`src/hw/rtl/srct_pkg.sv`:
```
// ----------------------------------------------------------------------------
// srct_pkg: shared types for the session replay counter table
// Field widths, slot count, item kinds and the structs that travel along the
// chain of slot cells.
// ----------------------------------------------------------------------------
package srct_pkg;

    localparam int SLOTS = 8;
    localparam int IDX_W = (SLOTS > 1) ? $clog2(SLOTS) : 1;

    typedef logic [31:0]      t_session;
    typedef logic [31:0]      t_counter;
    typedef logic [IDX_W-1:0] t_idx;

    localparam logic KIND_CHECK   = 1'b0;
    localparam logic KIND_RESTORE = 1'b1;

    // Lookup token that walks the chain, one cell per cycle.
    typedef struct packed {
        logic     valid;
        logic     kind;
        t_session sess;
        t_counter counter;
        logic     hit;       // a valid slot with this session was seen
        t_idx     hit_idx;
        logic     hit_gt;    // new counter is above the hit slot's counter
        logic     free;      // an empty slot was seen
        t_idx     free_idx;  // lowest empty slot
    } t_token;

    // Slot write broadcast to all cells.
    typedef struct packed {
        logic     en;
        t_idx     idx;
        t_session sess;
        t_counter counter;
    } t_wr;

endpackage

```
`src/hw/rtl/srct_if.sv`:
```
// ----------------------------------------------------------------------------
// srct_in_if / srct_out_if: valid-ready channels of the table
// One beat moves on a rising edge at which valid and ready are both high.
// ----------------------------------------------------------------------------
interface srct_in_if;
    import srct_pkg::*;

    logic     valid;
    logic     ready;
    logic     kind;
    t_session sess;
    t_counter counter;

    modport source (output valid, output kind, output sess, output counter,
                    input ready);
    modport sink   (input valid, input kind, input sess, input counter,
                    output ready);
endinterface

interface srct_out_if;
    logic valid;
    logic ready;
    logic accepted;

    modport source (output valid, output accepted, input ready);
    modport sink   (input valid, input accepted, output ready);
endinterface

```
`src/hw/rtl/srct_cell.sv`:
```
// ----------------------------------------------------------------------------
// srct_cell: one slot of the replay table
// Holds a slot and compares it against the lookup token passing through.
// ----------------------------------------------------------------------------
module srct_cell (
    input  logic            i_clk,
    input  logic            i_rst_n,
    input  srct_pkg::t_idx   i_index,
    input  srct_pkg::t_token i_token,
    input  srct_pkg::t_wr    i_wr,
    output srct_pkg::t_token o_token
);
    import srct_pkg::*;

    logic     r_valid;
    t_session r_session;
    t_counter r_counter;
    t_token   r_token;
    t_token   n_token;
    logic     w_match;

    assign w_match = r_valid && (r_session == i_token.sess);

    // Only the first match and the first empty slot are recorded.
    always_comb begin
        n_token = i_token;
        if (w_match && !i_token.hit) begin
            n_token.hit     = 1'b1;
            n_token.hit_idx = i_index;
            n_token.hit_gt  = i_token.counter > r_counter;
        end
        if (!r_valid && !i_token.free) begin
            n_token.free     = 1'b1;
            n_token.free_idx = i_index;
        end
    end

    always_ff @(posedge i_clk) begin
        if (!i_rst_n) begin
            r_valid       <= 1'b0;
            r_token.valid <= 1'b0;
        end else begin
            r_token <= n_token;
            if (i_wr.en && (i_wr.idx == i_index)) begin
                r_valid <= 1'b1;
            end
        end
        if (i_wr.en && (i_wr.idx == i_index)) begin
            r_session <= i_wr.sess;
            r_counter <= i_wr.counter;
        end
    end

    assign o_token = r_token;

endmodule

```
`src/hw/rtl/session_replay_counter_table.sv`:
```
// ----------------------------------------------------------------------------
// session_replay_counter_table: anti-replay table, highest counter per session
// A row of slot cells searched by a token that walks the row.
// ----------------------------------------------------------------------------
// Each input beat carries a kind, a session and a counter, and yields exactly
// one output beat with an accept flag. The table holds SLOTS slots, all empty
// after reset. A lookup prefers a valid slot with the same session anywhere in
// the table, and otherwise takes the lowest empty slot; with no match and no
// empty slot the beat is rejected. A check fills a new slot and accepts, or on
// an existing slot accepts only a strictly larger counter and records it. A
// restore writes the counter unconditionally and accepts. A zero counter is
// always rejected and changes nothing. A new beat is taken only in idle: the
// lookup token moves through one slot cell per cycle, the slot write and the
// result happen as it leaves the last cell, and the controller then returns
// to idle before it takes the next beat. The output register lets a new item
// start while the previous result still waits to be taken; a second result
// that finds the register still full holds the input off until it moves in.
// ----------------------------------------------------------------------------
module session_replay_counter_table (
    input logic      i_clk,
    input logic      i_rst_n,
    srct_in_if.sink   i_in,
    srct_out_if.source o_out
);
    import srct_pkg::*;

    typedef enum logic [1:0] {
        S_IDLE,
        S_WALK,
        S_HOLD
    } t_state;

    t_state r_state;
    logic   r_out_valid;
    logic   r_acc;
    logic   r_pend;

    t_token w_tok [SLOTS+1];
    t_wr    w_wr;
    logic   w_acc;
    t_token w_last;
    logic   w_load;

    // The token enters the first cell on the accepting edge; the search flags
    // start clear.
    always_comb begin
        w_tok[0]         = '0;
        w_tok[0].valid   = i_in.valid && i_in.ready;
        w_tok[0].kind    = i_in.kind;
        w_tok[0].sess    = i_in.sess;
        w_tok[0].counter = i_in.counter;
    end

    for (genvar g = 0; g < SLOTS; g++) begin : g_cell
        srct_cell u_cell (
            .i_clk   (i_clk),
            .i_rst_n (i_rst_n),
            .i_index (IDX_W'(g)),
            .i_token (w_tok[g]),
            .i_wr    (w_wr),
            .o_token (w_tok[g+1])
        );
    end

    assign w_last = w_tok[SLOTS];

    // Decision once the token has seen every slot. A matching slot wins over
    // an empty one. A restore, or a check on a new slot, writes session and
    // counter; a check on an existing slot writes only when the counter grows
    // (the session is rewritten with the same value).
    always_comb begin
        w_wr         = '0;
        w_wr.idx     = w_last.hit ? w_last.hit_idx : w_last.free_idx;
        w_wr.sess    = w_last.sess;
        w_wr.counter = w_last.counter;
        w_acc        = 1'b0;
        if (w_last.valid && (w_last.counter != '0) && (w_last.hit || w_last.free)) begin
            if ((w_last.kind == KIND_RESTORE) || !w_last.hit || w_last.hit_gt) begin
                w_wr.en = 1'b1;
                w_acc   = 1'b1;
            end
        end
    end

    // A result moves into the output register when the lookup ends, or later
    // from the hold state, as soon as the register is empty or being emptied.
    assign w_load = ((r_state == S_WALK && w_last.valid) || (r_state == S_HOLD)) &&
                    (!r_out_valid || o_out.ready);

    always_ff @(posedge i_clk) begin
        if (!i_rst_n) begin
            r_state     <= S_IDLE;
            r_out_valid <= 1'b0;
        end else begin
            r_out_valid <= w_load || (r_out_valid && !o_out.ready);
            unique case (r_state)
                S_IDLE: begin
                    if (i_in.valid) begin
                        r_state <= S_WALK;
                    end
                end
                S_WALK: begin
                    if (w_last.valid) begin
                        if (w_load) begin
                            r_acc   <= w_acc;
                            r_state <= S_IDLE;
                        end else begin
                            r_pend  <= w_acc;
                            r_state <= S_HOLD;
                        end
                    end
                end
                S_HOLD: begin
                    // The slot is already written; only the result waits.
                    if (w_load) begin
                        r_acc   <= r_pend;
                        r_state <= S_IDLE;
                    end
                end
                default: r_state <= S_IDLE;
            endcase
        end
    end

    assign i_in.ready     = (r_state == S_IDLE);
    assign o_out.valid    = r_out_valid;
    assign o_out.accepted = r_acc;

endmodule

```
`src/flat_wrapper.sv`:
```
// flat-port wrapper written by rule: the top's interface ports become plain ports
module session_replay_counter_table_flat import srct_pkg::*;
  (i_clk, i_rst_n, i_in_valid, i_in_kind, i_in_sess, i_in_counter, i_in_ready, o_out_valid, o_out_accepted, o_out_ready);
  srct_in_if i_in_i ();
  srct_out_if o_out_i ();
  input logic i_clk;
  input logic i_rst_n;
  input wire logic [$bits(i_in_i.valid)-1:0] i_in_valid;
  input wire logic [$bits(i_in_i.kind)-1:0] i_in_kind;
  input wire logic [$bits(i_in_i.sess)-1:0] i_in_sess;
  input wire logic [$bits(i_in_i.counter)-1:0] i_in_counter;
  output wire logic [$bits(i_in_i.ready)-1:0] i_in_ready;
  output wire logic [$bits(o_out_i.valid)-1:0] o_out_valid;
  output wire logic [$bits(o_out_i.accepted)-1:0] o_out_accepted;
  input wire logic [$bits(o_out_i.ready)-1:0] o_out_ready;
  assign i_in_i.valid = i_in_valid;
  assign i_in_i.kind = i_in_kind;
  assign i_in_i.sess = i_in_sess;
  assign i_in_i.counter = i_in_counter;
  assign i_in_ready = i_in_i.ready;
  assign o_out_valid = o_out_i.valid;
  assign o_out_accepted = o_out_i.accepted;
  assign o_out_i.ready = o_out_ready;
  session_replay_counter_table u_core (.i_clk(i_clk), .i_rst_n(i_rst_n), .i_in(i_in_i), .o_out(o_out_i));
endmodule
```
`config.mk`:
```
export PLATFORM = sky130hd
export DESIGN_NAME = session_replay_counter_table_flat
export DESIGN_NICKNAME = d
export VERILOG_FILES = /design/src/hw/rtl/srct_pkg.sv /design/src/hw/rtl/srct_if.sv /design/src/hw/rtl/srct_cell.sv /design/src/hw/rtl/session_replay_counter_table.sv /design/src/flat_wrapper.sv
export SDC_FILE = /design/constraint.sdc
export NUM_CORES = 1
export LEC_CHECK = 0
export BUFFER_PORTS_ARGS = -buffer_cell sky130_fd_sc_hd__buf_2
export CAP_MARGIN = 0
export CORE_ASPECT_RATIO = 0.75
export CORE_MARGIN = 4
export CORE_UTILIZATION = 40
export CTS_BUF_LIST = sky130_fd_sc_hd__clkbuf_16
export CTS_CLUSTER_DIAMETER = 60
export CTS_CLUSTER_SIZE = 24
export DETAILED_ROUTE_END_ITERATION = 10
export SYNTH_ARGS = -nofsm -noshare
export SYNTH_HDL_FRONTEND = slang
export SYNTH_SLANG_ARGS = --single-unit
```
`constraint.sdc`:
```
create_clock -name i_clk -period 10.7 [get_ports i_clk]
set_input_delay 0.535 -clock i_clk [delete_from_list [all_inputs] [get_ports i_clk]]
set_output_delay 0.535 -clock i_clk [all_outputs]
set_load 0.02 [all_outputs]
```
==> results.py <==
metrics = {
    "placed_design": {
        "routabilityCongestion": 0.855,
        "portBuffers": 71,
        "place_inst": 4018,
        "place_hpwl_um": 66800,
    },
    "sta": {
        "max-slew-margin-rel": 0.0983,
        "rsz0062_at_grt": "false",
        "fin_crit_sh": 0.335,
        "tns_ns": 0,
        "fin_skew_ns": 0.0405,
        "holdWs_ns": 0.0690,
        "fmax_ghz": 0.279,
        "final-hold-violation-count": 0,
        "setup_viol": 0,
        "slew_violations": 0,
        "worst_pin_slew_ns": 1.34,
        "finalCriticalPeriod_ns": 3.58,
    },
    "global_route": {
        "grt_pass1_vias": 21200,
        "grt_pass1_wl_um": 140000,
        "grt_overflow": 0,
        "grt_usage": 0.165,
        "grt_max_degree": 187,
        "antenna_found_initial": 4,
    },
    "logic_synthesis": {
        "ys_ff_latch": 1111,
        "syn_area_mm2": 0.0433,
        "yosys.area.top_type_share": 0.758,
        "synth.distinct_cells": 57,
        "syn_inst": 2497,
        "ys_seq_area_frac": 0.767,
        "async_flop_share": 0,
        "yosysTopAreaCell": "edfxtp_1",
        "ys_warn_count": 0,
        "avgSynthCellArea_um2": 17.3,
        "synth_edf_count": 1092,
        "synthesis.nets": 2822,
        "synth_area_leaders": "edfxtp_1 (76%), ha_1 (7.4%), xnor2_1 (3.8%), inv_1 (2.4%), nand4_1 (1.3%)",
        "synth_flop_cell": "edfxtp_1",
    },
    "clock_tree": {
        "ctsResizeCount": 0,
        "cts.sink_count": 1111,
        "ctsHtreeMaxLevel": 3,
        "clockBufferDepth": 3,
        "cts_tree": "done",
        "worstSkewPairLatency_ns": 0.66,
        "postCtsHoldBufs": 0,
        "cts_made_buffers": 72,
        "post_cts_buffers": 0,
        "clock-root-buffer": "clkbuf_16",
        "clk_pin_slew_ns": 0.09,
    },
    "status": {
        "status": "finished clean",
    },
    "drt": {
        "dr.pass1.iters": 5,
        "drc": 0,
        "ant_nets": 0,
        "wl_um": 95000,
        "post_drt_via_cell_ratio": 5.14,
        "drt_iter0_markers": 2526,
        "via_count": 21300,
        "wl_per_cell_um": 22.9,
    },
    "setup_path": {
        "max_stage_delay_ns": 0.57,
        "r2r-start": "u_core.g_cell[7].u_cell.o_token[33]",
        "critPathTopFamily": "simple AND/OR/NAND/NOR gates",
        "slowest_stage": "nor4_1",
        "critPathBufInv": 1,
        "arrival_ns": 3.84,
        "cp_data_required_time_ns": 10.95,
        "startpoint_type": "flip-flop",
        "ff2ff_path_depth": 6,
        "end_kind": "flip-flop",
        "r2r_slack_ns": 7.12,
        "timing.rr.end": "u_core.g_cell[7].u_cell.r_session[26]",
        "critPathKind": "reg -> reg",
        "worstPathCellList": "nor4_1 > nand4_1 > o21ai_0 > o21bai_1 > nor2_4 > buf_4",
        "critPathMaxFanout": 49,
    },
    "floorplanning": {
        "die_w_um": 388,
        "num_rows": 104,
        "die_area_mm2": 0.114,
        "coreArea_mm2": 0.107,
        "ioPinCount": 72,
        "die_h_um": 293,
        "initial_core_util": 0.403,
    },
    "hold_path": {
        "min_from": "i_in_kind",
        "min_delay_path_depth": 1,
        "hp-class": "in -> reg",
        "min_to": "u_core.g_cell[0].u_cell.o_token[73]",
    },
    "layout": {
        "nNetsFinal": 2986,
        "multi_input_area_mm2": 0.00909,
        "finish.utilization": 0.448,
        "layout-drive-gt1-share": 0.0884,
        "fill_cells": 9167,
        "regArea_mm2": 0.0332,
        "synthToLayoutAreaGrowth_pct": 11.3,
        "stdcell_count": 4148,
    },
    "flow_run": {
        "maxCapViolCount": 0,
    },
    "pwr": {
        "ir_worst_vdd_mv": 0.108,
        "power_density_mw_per_mm2": 173,
        "p_total_mw": 8.33,
        "cellLeakagePower_nw": 17.4,
    },
}
==> logic make-up after synthesis <==
logic type | after synthesis | synth area share
compound gates | 233 | 0.0358
flops | 1111 | 0.767
fa+ha+maj | 256 | 0.0741
buf+inv | 280 | 0.0243
xor+xnor | 254 | 0.0514
simple gates | 359 | 0.0464
mux | 4 | 0.00101
==> power by group <==
group,leakage (nW),total [mW],switching (mW),internal (mW)
Combinational,5.80,0.274,0.170,0.104
Clock,1.22,2.99,1.57,1.43
Sequential,10.4,5.06,0.128,4.94
Total,17.4,8.33,1.86,6.47
==> cells in the mapped netlist, drive strengths merged, types with 19 or more instances <==
library cell     n
edfxtp        1092
nand4           92
nor2            40
dfxtp           19
xnor2          190
o21ai           29
nand2b          21
nand2           49
inv            278
nor4            36
nand3           33
xor2            64
ha             256
a21o            45
a21oi           84
==> worst register-to-register path, cell delays in order, from the launching register on <==
cell and delay (ns):
edfxtp_1 0.54, nor4_1 0.57, nand4_1 0.41, o21ai_0 0.44
o21bai_1 0.43, nor2_4 0.26, buf_4 0.40
==> placed cells by master, fill, tap and decap left out, types with 10 or more instances in the layout <==
| cell type | count |
|---|---|
| a21o_1 | 44 |
| a21oi_1 | 84 |
| and2_1 | 13 |
| and4_1 | 11 |
| buf_2 | 70 |
| buf_4 | 20 |
| clkbuf_16 | 73 |
| clkinv_8 | 10 |
| dfxtp_1 | 19 |
| edfxtp_1 | 1092 |
| ha_1 | 256 |
| inv_1 | 283 |
| nand2_1 | 49 |
| nand2b_1 | 21 |
| nand3_1 | 33 |
| nand4_1 | 92 |
| nor2_1 | 32 |
| nor2b_1 | 17 |
| nor3_1 | 17 |
| nor4_1 | 35 |
| o21a_1 | 11 |
| o21ai_0 | 28 |
| or2_2 | 11 |
| xnor2_1 | 190 |
| xor2_1 | 64 |
==> cell type report <==
cell class                      instances  share of cell area
Antenna cell                            1           0.0000520
Clock buffer                           73              0.0380
Clock inverter                         56              0.0138
Inverter                              278              0.0217
Multi-Input combinational cell       1106               0.189
Sequential cell                      1111               0.689
Tap cell                             1431              0.0372
Timing Repair Buffer                   92              0.0111
==> worst max-delay path by stage <==
stage                                                  endpoint  depth (start not counted)                                start
final                     u_core.g_cell[7].u_cell.r_session[26]                          6  u_core.g_cell[7].u_cell.o_token[33]
after global routing            u_core.g_cell[7].u_cell.r_valid                          7  u_core.g_cell[7].u_cell.o_token[33]
after CTS                       u_core.g_cell[7].u_cell.r_valid                          7  u_core.g_cell[7].u_cell.o_token[33]
after detailed placement        u_core.g_cell[7].u_cell.r_valid                          7  u_core.g_cell[7].u_cell.o_token[33]
after global placement          u_core.g_cell[7].u_cell.r_valid                          7  u_core.g_cell[7].u_cell.o_token[36]
after floorplan            u_core.g_cell[2].u_cell.r_counter[0]                          5   u_core.g_cell[7].u_cell.o_token[8]
==> through the flow <==
| stage | instance area, um^2 | setup WS, ns |
|---|---|---|
| floorplan | 43300 | 6.27 |
| global placement | 45600 | 7.06 |
| detailed placement | 45600 | 7.11 |
| CTS | 48100 | 7.10 |
| global route | 48100 | 6.94 |
| finish | 48100 | 7.12 |
==> flip-flops by register name (all words and copies together) (netlist names) <==
name / flops
u_core.g_cell.u_cell.o_token: 586
u_core.g_cell.u_cell.r_counter: 256
u_core.g_cell.u_cell.r_session: 256
u_core.g_cell.u_cell.r_valid: 8
u_core.o_out.accepted: 1
u_core.o_out.valid: 1
u_core.r_pend: 1
u_core.r_state: 2
==> routing by layer <==
layer  GRT usage  up-vias  share of wire
met5           0        -        0.00014
met1       0.259    10900           0.48
met2       0.239      611           0.43
li1            -     9699              -
met3      0.0323      106          0.070
met4      0.0354        2          0.017
Power figures use the tool's default switching activity.
